**src/rtl/salc_pkg.sv**
```systemverilog
// Shared types, sizes and codes for the set-associative LRU cache tag model.
// No dependencies; salc_lookup and the top level refer to this package by scoped names.
package salc_pkg;

    localparam int MAX_SET_BITS = 6;
    localparam int MAX_WAYS     = 8;

    localparam int NUM_SETS = 1 << MAX_SET_BITS;
    localparam int SET_W    = (MAX_SET_BITS > 0) ? MAX_SET_BITS : 1;
    localparam int WAY_W    = (MAX_WAYS > 1) ? $clog2(MAX_WAYS) : 1;
    localparam int RANK_W   = WAY_W;
    localparam int WCNT_W   = $clog2(MAX_WAYS + 1);
    localparam int TAG_W    = 64;
    localparam int ADDR_W   = 64;
    localparam int CNT_W    = 32;

    localparam logic [RANK_W-1:0] RANK_MAX = RANK_W'(MAX_WAYS - 1);

    // access kinds
    localparam logic [1:0] CMD_LOAD   = 2'd0;
    localparam logic [1:0] CMD_STORE  = 2'd1;
    localparam logic [1:0] CMD_MODIFY = 2'd2;

    // outcome codes
    localparam logic [1:0] OUT_HIT   = 2'd0;
    localparam logic [1:0] OUT_FILL  = 2'd1;
    localparam logic [1:0] OUT_EVICT = 2'd2;

    // configuration register indexes
    localparam int CFG_IDX_W = 2;
    localparam int CFG_DATA_W = 6;
    localparam logic [CFG_IDX_W-1:0] CFG_SET_BITS   = 2'd0;
    localparam logic [CFG_IDX_W-1:0] CFG_BLOCK_BITS = 2'd1;
    localparam logic [CFG_IDX_W-1:0] CFG_WAYS       = 2'd2;

    typedef struct packed {
        logic [1:0]        command;
        logic [ADDR_W-1:0] address;
    } t_in;

    typedef struct packed {
        logic [1:0]       outcome;
        logic             extra_hit;
        logic [CNT_W-1:0] total_hits;
        logic [CNT_W-1:0] total_misses;
        logic [CNT_W-1:0] total_evictions;
    } t_out;

    // one set: all ways side by side
    typedef struct packed {
        logic [MAX_WAYS-1:0]              valid;
        logic [MAX_WAYS-1:0][RANK_W-1:0]  rank;
        logic [MAX_WAYS-1:0][TAG_W-1:0]   tag;
    } t_row;

    typedef struct packed {
        logic [1:0] outcome;
        t_row       row;
    } t_lookup;

endpackage

```
**src/rtl/salc_lookup.sv**
```systemverilog
// Tag compare, free-way and victim selection, and LRU rank update for one set.
// Depends on salc_pkg.
module salc_lookup (
    input  salc_pkg::t_row                  i_row,
    input  logic                            i_row_init,
    input  logic [salc_pkg::TAG_W-1:0]      i_tag,
    input  logic [salc_pkg::WCNT_W-1:0]     i_ways,
    output salc_pkg::t_lookup               o_res
);

    localparam int WCW = salc_pkg::WCNT_W;
    localparam int WW  = salc_pkg::WAY_W;
    localparam int RW  = salc_pkg::RANK_W;
    localparam int NW  = salc_pkg::MAX_WAYS;

    logic [NW-1:0] valid;
    logic [NW-1:0] in_use;
    logic [NW-1:0] hit_vec;
    logic [NW-1:0] free_vec;
    logic          hit_any;
    logic          free_any;
    logic [WW-1:0] hit_way;
    logic [WW-1:0] free_way;
    logic [WW-1:0] victim;
    logic [RW-1:0] vrank;
    logic [RW-1:0] limit;
    logic          age_all;
    logic [WW-1:0] sel_way;
    salc_pkg::t_row row_n;

    // never-written sets read as all invalid
    assign valid = i_row_init ? i_row.valid : '0;

    always_comb begin
        for (int w = 0; w < NW; w++) begin
            in_use[w]   = WCW'(w) < i_ways;
            hit_vec[w]  = in_use[w] && valid[w] && (i_row.tag[w] == i_tag);
            free_vec[w] = in_use[w] && !valid[w];
        end
        hit_any  = |hit_vec;
        free_any = |free_vec;

        // lowest-numbered match wins
        hit_way  = '0;
        free_way = '0;
        for (int w = NW - 1; w >= 0; w--) begin
            if (hit_vec[w]) begin
                hit_way = WW'(w);
            end
            if (free_vec[w]) begin
                free_way = WW'(w);
            end
        end

        // highest rank, ties to the lowest way
        victim = '0;
        vrank  = i_row.rank[0];
        for (int w = 1; w < NW; w++) begin
            if (in_use[w] && (i_row.rank[w] > vrank)) begin
                vrank  = i_row.rank[w];
                victim = WW'(w);
            end
        end

        if (hit_any) begin
            o_res.outcome = salc_pkg::OUT_HIT;
            limit         = i_row.rank[hit_way];
            age_all       = 1'b0;
            sel_way       = hit_way;
        end else if (free_any) begin
            o_res.outcome = salc_pkg::OUT_FILL;
            limit         = '0;
            age_all       = 1'b1;
            sel_way       = free_way;
        end else begin
            o_res.outcome = salc_pkg::OUT_EVICT;
            limit         = vrank;
            age_all       = 1'b0;
            sel_way       = victim;
        end

        // age the valid in-use lines more recent than the touched one (all of them on a fill), saturating at RANK_MAX
        row_n       = i_row;
        row_n.valid = valid;
        for (int w = 0; w < NW; w++) begin
            if (in_use[w] && valid[w] && (age_all || (i_row.rank[w] < limit))
                    && (i_row.rank[w] != salc_pkg::RANK_MAX)) begin
                row_n.rank[w] = i_row.rank[w] + RW'(1);
            end
        end
        row_n.valid[sel_way] = 1'b1;
        row_n.rank[sel_way]  = '0;
        row_n.tag[sel_way]   = i_tag;

        o_res.row = row_n;
    end

endmodule

```
**config.mk**
```make
export PLATFORM = sky130hd
export DESIGN_NAME = salc_lookup
export DESIGN_NICKNAME = d
export VERILOG_FILES = /design/src/rtl/salc_pkg.sv /design/src/rtl/salc_lookup.sv
export SDC_FILE = /design/constraint.sdc
export NUM_CORES = 1
export LEC_CHECK = 0
export BUFFER_PORTS_ARGS = -buffer_cell sky130_fd_sc_hd__buf_2
export CORE_AREA = 5 5 454 456
export DETAILED_ROUTE_END_ITERATION = 10
export DIE_AREA = 0 0 459 461
export SYNTH_ARGS = -nofsm -noshare
export SYNTH_HDL_FRONTEND = slang
export SYNTH_SLANG_ARGS = --single-unit
```
**constraint.sdc**
```tcl
create_clock -name vclk -period 36.5
set_input_delay 1.825 -clock vclk [all_inputs]
set_output_delay 1.825 -clock vclk [all_outputs]
set_load 0.01 [all_outputs]
```
==> impl_metrics.ini <==
[floorplanning]
die_area_um2 = 212000
die_h_um = 461
core_area_um2 = 201000
die_w_um = 459
core.rowCount = 165
ioPinCount = 1159
initial_core_util_pct = 8.34

[synthesis]
synthTopCellsByArea = mux2_2 35%, xnor2_1 14%, xor2_1 13%, nand4_1 4.3%, nor4_1 3.9%
syn-cell-area_um2 = 16800
synth-seq-area-share_pct = 0
synth_area_per_cell_um2 = 8.09
synthesis.nets = 2717
syn_inst = 2075
yosysTopAreaCellShare_pct = 34.6
ys_warn_count = 0
ys_types = 92
yosys.area.top_type = mux2_2

[power_and_ir_drop]
leakagePower_nw = 10.4
powerDensity_nw_per_um2 = 18.9
peakVddDrop_mv = 0.0154

[placement]
dp_slack_ns = 19.75
portBuffers = 1159
place_area_um2 = 25700
gp_congestion = 1.01
dp_hpwl_mm = 261

[layout]
register_area_um2 = 0
seq_cell_count = 0
final_cell_mix = 1159 x buf_2, 516 x mux2_2, 271 x xnor2_1
drive_gt1_share_pct = 58.1
fin_util_pct = 12.9
final_area_um2 = 26000
fin_nets = 3767
final_common_cell = buf_2
fillers = 23600
clock_buffers = 0
area.growth.synth_to_final_pct = 54.7

[sta]
relSlewSlack_pct = 13.9
fin_hold_ws_ns = 4.00
hold_viol_final = 0
setup_slack_ns = 19.55
fin_crit_sh_pct = 46.4
setup_tns_ns = 0
setup_viol_count_final = 0
period_needed_ns = 16.95
fmax_mhz = 59.0
rsz0062_at_grt = false
maxSlewViolCount = 0
worstMarginPinSlew_ns = 1.29

[worst_hold_path]
min_path_type = input pin to output pin

[setup_path]
required_ns = 34.67
max_stage_delay_ns = 0.71
worstPathMaxFanout = 51
cpLargestDelayFamily = compound AO/OA/AOI/OAI gates
end_kind = output pin
start_kind = input pin
cpMaxStageDelayCell = buf_4
worst_path_most_repeated_cell = ha_1
crit_buf_inv = 6
worstPathArrival_ns = 15.12
crit_type = input pin to output pin

[global_routing]
grt-ovfl-total = 0
grtUsageTotal_pct = 26.3
antenna_found_initial = 199
grt_pass1_wl_mm = 344
grt_pass1_vias = 23300
grt_max_degree = 60

[job]
maxCapViolations = 0

[drt]
vias_per_cell = 4.27
first_pass_iters = 8
route.detailed.wl_per_inst_um = 49.9
drc = 0
drtAntennaViolNets = 0
wirelength_mm = 295
via_count = 25300
drtIter0Drc = 3154

[cts]
post_cts.repair.setup_buffers = 0
ctsResizeCount = 0
postCtsHoldBufs = 0

[outcome]
status = finished, final reports clean
## layer usage
metal / part of all wire [%] / global-route usage [%] / vias up
li1: - / - / 9854
met5: 0.42 / 2.43 / -
met4: 6.5 / 13.8 / 96
met1: 39 / 31.8 / 12600
met3: 12 / 11.6 / 530
met2: 42 / 38.9 / 2206
## logic make-up after synthesis
group | count (synthesis) | synth area share, %
buffers and inverters | 231 | 6.56
muxes | 530 | 35.5
and+or+nand+nor | 569 | 20.1
adders and majority gates | 29 | 2.16
AOI/OAI and AO/OA | 195 | 8.43
xor gates and xnor gates | 521 | 27.3
## where the power goes
part           internal, mW  switching [mW]   total (mW)
Combinational         0.148           0.344        0.492
Sequential                0               0            0
Clock           0.000000323               0  0.000000324
## path summary, 6_finish.rpt
path	cells after the start	slack, ns	end	from
min	3	4.00	o_res[508]	i_row[508]
max	51	19.55	o_res[405]	i_row[514]
## metrics by stage
step / power (mW) / instances
after global routing: 0.502 / 5882
after detailed placement: 0.479 / 5795
after floorplan: 0.193 / 2075
after global placement: 0.482 / 5795
after CTS: 0.481 / 5795
final: 0.492 / 5914
## cell type report
type | instances | area, um2 | share of cell area (%)
multi-input combinational | 1844 | 15700 | 60.6
antenna | 119 | 298 | 1.15
timing repair buffer | 1252 | 6500 | 25.0
inverter | 27 | 101 | 0.390
tap | 2672 | 3340 | 12.9
## cell usage after synthesis (7+ instances only)
cell	instances
a21o_1	7
a21oi_1	39
and2_1	12
and3_1	8
buf_2	112
buf_4	15
clkbuf_1	72
ha_1	29
inv_1	27
mux2_2	516
mux2i_1	11
nand2_1	91
nand2b_1	10
nand3_1	44
nand4_1	116
nand4b_1	11
nor2_1	59
nor3_1	28
nor4_1	104
nor4b_1	16
o211ai_1	8
o21a_1	8
o21ai_0	37
o21ai_1	9
o311ai_0	7
o31ai_1	13
or3_1	7
or4_1	12
xnor2_1	271
xor2_1	248
No activity file was read; power rests on OpenSTA's default activity.
