[src/rtl/salc_ram.sv]
// Generic single-write, single-read synchronous RAM with registered read data.
// No dependencies.
module salc_ram #(
    parameter int WIDTH = 8,
    parameter int DEPTH = 16
) (
    input  logic                     i_clk,
    input  logic                     i_wr_en,
    input  logic [$clog2(DEPTH)-1:0] i_wr_addr,
    input  logic [WIDTH-1:0]         i_wr_data,
    input  logic                     i_rd_en,
    input  logic [$clog2(DEPTH)-1:0] i_rd_addr,
    output logic [WIDTH-1:0]         o_rd_data
);

    logic [WIDTH-1:0] r_mem [DEPTH];
    logic [WIDTH-1:0] r_rd_data;

    always_ff @(posedge i_clk) begin
        if (i_wr_en) begin
            r_mem[i_wr_addr] <= i_wr_data;
        end
        if (i_rd_en) begin
            r_rd_data <= r_mem[i_rd_addr];
        end
    end

    assign o_rd_data = r_rd_data;

endmodule

[config.mk]
export PLATFORM = sky130hd
export DESIGN_NAME = salc_ram
export DESIGN_NICKNAME = d
export VERILOG_FILES = /design/src/rtl/salc_ram.sv
export SDC_FILE = /design/constraint.sdc
export NUM_CORES = 1
export LEC_CHECK = 0
export ABC_AREA = 1
export BUFFER_PORTS_ARGS = -buffer_cell sky130_fd_sc_hd__clkbuf_2
export CORE_ASPECT_RATIO = 0.8
export CORE_MARGIN = 2
export CORE_UTILIZATION = 65
export DETAILED_ROUTE_END_ITERATION = 8
export GPL_TIMING_DRIVEN = 0
export PLACE_DENSITY = 0.84
export SLEW_MARGIN = 15
export SYNTH_ARGS = -nofsm -noshare
export SYNTH_HDL_FRONTEND = slang
export SYNTH_SLANG_ARGS = --single-unit
export TNS_END_PERCENT = 5
[constraint.sdc]
create_clock -name i_clk -period 3.3 [get_ports i_clk]
set_clock_uncertainty 0.05 [all_clocks]
set_input_delay 0.165 -clock i_clk [delete_from_list [all_inputs] [get_ports i_clk]]
set_output_delay 0.165 -clock i_clk [all_outputs]
set_load 0.05 [all_outputs]
==> flow_summary.json, run 1 <==
{
  "status": "complete, no violations",
  "grt_max_degree": 17,
  "cts_buffers": 17,
  "post_cts_buffers": 0,
  "crit_type": "reg2out",
  "cp_cell_sequence": "clkbuf_2",
  "n_antenna_cell": 0,
  "firstDrtPassIters": 5,
  "cp_slowest_cell": "edfxtp_1",
  "grt_usage_pct": 31.3,
  "netlist_top_cells_area": "edfxtp_1 (70%), nand2_1 (11%), nand3_1 (8.3%)",
  "synth_area_per_cell_um2": 10.6,
  "period_share_pct": 42.8,
  "ys_seq_area_share_pct": 69.8,
  "synth_top_area_share_pct": 69.8,
  "netlist_area_mm2": 0.00585,
  "clk_pin_slew_worst_paths_ps": 60,
  "use_met2_pct": 46.2,
  "worst-endpoint-arrival_ps": 1200,
  "slew_headroom_pct": 34.8,
  "dieArea_mm2": 0.00977,
  "drc": 0,
  "critical_path_depth": 1,
  "hold-path-endpoint": "r_mem[12][4]$_DFFE_PP_",
  "root_buffer": "clkbuf_8",
  "wire_per_inst_um": 19.7,
  "grt_pass1_wl_mm": 20.8,
  "vias_per_cell": 5.71,
  "gp_congestion": 0.996,
  "final_cell_mix": "nand2_1 (173), edfxtp_1 (136), inv_1 (100), nand3_1 (97), clkbuf_2 (23)",
  "period_needed_ps": 1410,
  "reg2reg_from": "r_mem[5][7]$_DFFE_PP_",
  "die_h_um": 88.8,
  "syn_nets": 570,
  "setup_viol": 0,
  "reg2reg_depth": 6,
  "yosysTopAreaCell": "edfxtp_1",
  "num_rows": 30,
  "dp_cells": 686,
  "port_buffers": 23,
  "vdd_ir_drop_max_v": 0.000397,
  "fmax_mhz": 708,
  "cts.sinks": 136,
  "grt_overflow": 0,
  "synth_seq_cells": 136,
  "finalPower_mw": 4.05,
  "crit_fanout": 1,
  "cellLeakagePower_nw": 2.90,
  "timing.reg2reg.setup_slack_ps": 2060,
  "crit_family": "flip-flops",
  "slowest_delay_ps": 410,
  "cap_violations": 0,
  "crit_path_start_kind": "flip-flop",
  "grtUsageMet1_pct": 43.7,
  "whs_path_depth": 1,
  "start_util_pct": 68.0,
  "htree_levels": 4,
  "drtAntennaViolNets": 0,
  "final_hold_viol_count": 0,
  "area_delta_synth_final_pct": 14.1,
  "holdCritStartpoint": "i_wr_data[4]",
  "crit-reg2reg-capture": "o_rd_data[7]$_DFFE_PP_",
  "grt_pass1_vias": 3820,
  "final_common_cell": "nand2_1",
  "synthCells": 551,
  "synth_warnings": 0,
  "antenna_found_initial": 0,
  "met3_usage_pct": 11.0,
  "worstSkewPairLatency_ps": 530,
  "hpwl_mm": 8.82,
  "critPathBufInv": 1,
  "synth.distinct_cells": 11,
  "worst_pin_slew_ps": 975,
  "finalSetupTns_ps": 0,
  "detail_route.iter0.violations": 493,
  "min_path_type": "in2reg",
  "cts_buffer_depth": 2,
  "drv_slew": 0,
  "ioPinCount": 27,
  "startpoint": "o_rd_data[2]$_DFFE_PP_",
  "cts_tree": "yes",
  "fp.coreArea_mm2": 0.00860,
  "critPathRequiredTime_ps": 3080,
  "p_per_area_mw_per_mm2": 607,
  "whs_ps": 68.5,
  "vias": 4102,
  "final_cells": 719,
  "globalRoute.busiestLayer": "met2",
  "rsz0062_at_grt": "no",
  "cp-end-kind": "primary output",
  "dieWidth_um": 110,
  "nets": 613,
  "routed_wl_mm": 14.2,
  "drive_above_1_share_pct": 11.7
}
cell type report:
class / count / area (µm²)
clock inverter: 12 / 133
timing repair buffer: 24 / 125
fill: 515 / 1930
inverter: 102 / 383
sequential: 136 / 4080
buffer: 24 / 166
tap: 112 / 140
multi-input combinational: 289 / 1210
clock buffer: 20 / 425
cell usage after synthesis, drive strengths merged:
cell,number
nand3b,2
buf,24
nor2,17
inv,102
nand2,173
edfxtp,136
nand3,97
cell families (layout without fill, tap and decap cells):
logic type | after synthesis | count (layout) | synth area share (%)
flops | 136 | 136 | 69.8
buf+inv | 126 | 182 | 9.39
simple gates | 289 | 289 | 20.8
metrics by stage:
stage	cell area [µm²]	setup slack, ps	util, %
2_1_floorplan	5850	2130	-
3_3_place_gp	6100	1650	71.0
3_5_place_dp	6100	1580	71.0
4_1_cts	6670	1890	77.6
5_1_grt	6670	1870	77.6
6_report	6670	1890	77.6
power breakdown:
part	switching, mW	total, mW	leakage, nW	internal, mW
clock	0.675	1.81	0.264	1.13
combinational	0.210	0.283	1.40	0.0730
sequential	0.0109	1.96	1.24	1.95
total	0.896	4.05	2.90	3.15
per-layer routing:
layer,share of wire [%],vias to the layer above
li1,-,1863
met1,39,1913
met2,46,301
met3,14,25
met4,1.8,0
met5,0,-
registers in the layout (all words and copies together) (netlist names):
| register | count |
|---|---|
| r_mem | 128 |
| o_rd_data | 8 |
what timing repair did:
item | CTS | global route
hold buffers | 1 | 0
resized for setup | 0 | 0
hold endpoints to repair | 8 | 0
how the worst max path moves through the flow:
| stage | endpoint | slack (ps) |
|---|---|---|
| finish | o_rd_data[2] | 1890 |
| global route | o_rd_data[1] | 1870 |
| detailed placement | r_mem[7][1]$_DFFE_PP_ | 1580 |
| floorplan | r_mem[10][0]$_DFFE_PP_ | 2130 |
| global placement | r_mem[7][1]$_DFFE_PP_ | 1650 |
| CTS | o_rd_data[2] | 1890 |
Power figures use the tool's default switching activity.
==> inputs of run 2 (changes only) <==
- CORE_UTILIZATION: 65 -> 55
- PLACE_DENSITY: 0.84 -> 0.75
- clock period: 3.3 -> 1.2 ns (I/O delays scaled with it)
==> flow_summary.json, run 2 (same netlist as run 1, synthesis figures left out) <==
{
  "firstDrtPassIters": 5,
  "post_cts_buffers": 0,
  "die_h_um": 96.2,
  "use_met2_pct": 39.0,
  "reg2reg_depth": 6,
  "grt_max_degree": 17,
  "critPathCapture": "o_rd_data[1]$_DFFE_PP_",
  "start_util_pct": 56.9,
  "largest_register_ffs": 128,
  "critPathRequiredTime_ps": 1310,
  "fp.coreArea_mm2": 0.0103,
  "final_cells": 744,
  "rsz0062_at_grt": "yes",
  "setup_viol": 0,
  "grt_overflow": 0,
  "vias_per_cell": 5.42,
  "port_buffers": 23,
  "worst_slack_ps": 8.11,
  "design_area_mm2": 0.00674,
  "n_antenna_cell": 0,
  "hpwl_mm": 8.94,
  "num_rows": 33,
  "cts_tree": "yes",
  "routed_wl_mm": 13.7,
  "clk_pin_slew_worst_paths_ps": 50,
  "worstSkewPairLatency_ps": 410,
  "fin_util_pct": 65.5,
  "dp_cells": 714,
  "drtAntennaViolNets": 0,
  "period_needed_ps": 1190,
  "vdd_ir_drop_max_v": 0.00198,
  "htree_levels": 4,
  "slew_headroom_pct": 38.2,
  "final_hold_viol_count": 0,
  "cap_violations": 0,
  "p_per_area_mw_per_mm2": 1550,
  "worst_pin_slew_ps": 924,
  "min_path_type": "in2reg",
  "period_share_pct": 99.3,
  "crit_path_start_kind": "flip-flop",
  "globalRoute.busiestLayer": "met2",
  "fmax_mhz": 839,
  "cellLeakagePower_nw": 2.91,
  "detail_route.iter0.violations": 505,
  "root_buffer": "clkbuf_16",
  "met3_usage_pct": 9.06,
  "area_delta_synth_final_pct": 15.2,
  "cp-end-kind": "flip-flop",
  "cts.sinks": 136,
  "reg2reg_from": "r_mem[11][1]$_DFFE_PP_",
  "grt_usage_pct": 26.0,
  "status": "complete, no violations",
  "grt_pass1_wl_mm": 20.9,
  "drc": 0,
  "final_cell_mix": "nand2_1 (168), edfxtp_1 (136), inv_1 (99), nand3_1 (79), clkbuf_2 (23)",
  "startpoint": "r_mem[11][1]$_DFFE_PP_",
  "ioPinCount": 27,
  "cts_buffers": 17,
  "crit_type": "reg2reg",
  "gp_congestion": 0.964,
  "vias": 4036,
  "grtUsageMet1_pct": 34.3,
  "place_area_mm2": 0.00614,
  "drv_slew": 0,
  "antenna_found_initial": 0,
  "nets": 613,
  "worst-endpoint-arrival_ps": 1300,
  "top_register": "r_mem",
  "final_common_cell": "nand2_1",
  "cts_buffer_depth": 2,
  "dieWidth_um": 119,
  "wire_per_inst_um": 18.4,
  "place_ws_ps": -383,
  "timing.reg2reg.setup_slack_ps": 8,
  "crit_fanout": 1,
  "fillers": 798,
  "dieArea_mm2": 0.0115,
  "crit-reg2reg-capture": "o_rd_data[1]$_DFFE_PP_",
  "grt_pass1_vias": 3801,
  "drive_above_1_share_pct": 15.7
}
run 2: cell types whose count changed in the layout (fill, tap and decap cells not counted), moves of 2 or more:
| cell | delta |
|---|---|
| clkbuf_1 | +2 |
| clkinv_1 | -4 |
| clkinv_2 | +4 |
| nand2_2 | +5 |
| clkinvlp_4 | -2 |
| nand3_2 | +17 |
| bufinv_16 | -3 |
| nand3_1 | -18 |
| nand2_1 | -5 |
run 2: through the flow:
step	setup TNS (ps)	total power, mW	hold slack (ps)
after floorplan	0	5.93	109
after global placement	-28650	6.20	401
after detailed placement	-34250	6.23	411
after CTS	0	10.4	36.9
after global routing	-198	10.8	53.4
final	0	10.5	38.1
run 2: worst min-delay path by stage:
stage / startpoint / to / slack [ps] / cells past startpoint
final: i_wr_data[2] / r_mem[9][2]$_DFFE_PP_ / 40 / 1
after global routing: i_wr_data[2] / r_mem[2][2]$_DFFE_PP_ / 50 / 1
after CTS: i_wr_data[2] / r_mem[5][2]$_DFFE_PP_ / 40 / 1
after detailed placement: i_rd_en / o_rd_data[1]$_DFFE_PP_ / 410 / 1
after global placement: i_rd_en / o_rd_data[1]$_DFFE_PP_ / 400 / 1
after floorplan: i_wr_data[0] / r_mem[0][0]$_DFFE_PP_ / 110 / 0
run 2: critical path, stage by stage (launching register included):
cell and delay, ps:
edfxtp_1 350, inv_1 60, nand2_1 50, nand3_1 130, nand3_1 90, nand3_1 140
nand2_1 80
run 2: repair_timing:
item	in CTS	in global routing
resized for setup	1	25
hold endpoints to repair	8	0
hold buffers	1	0
endpoints found under the setup margin	1	16
pin swaps	0	9
run 2: cell type report:
type	count	area (µm²)	area share, %
Buffer	24	166	2.47
Clock buffer	22	444	6.59
Clock inverter	7	32.5	0.483
Inverter	102	383	5.68
Multi-Input combinational cell	289	1330	19.7
Sequential cell	136	4080	60.6
Tap cell	140	175	2.60
Timing Repair Buffer	24	125	1.86
run 2: routing by layer:
layer | up-vias | part of all wire [%]
met2 | 258 | 45
li1 | 1871 | -
met4 | 0 | 2.9
met5 | - | 0
met3 | 31 | 11
met1 | 1876 | 41
run 2: report_power, final:
group	total, mW	switching [mW]	internal, mW
Sequential	5.39	0.0258	5.36
Clock	4.26	1.70	2.56
Combinational	0.804	0.590	0.214
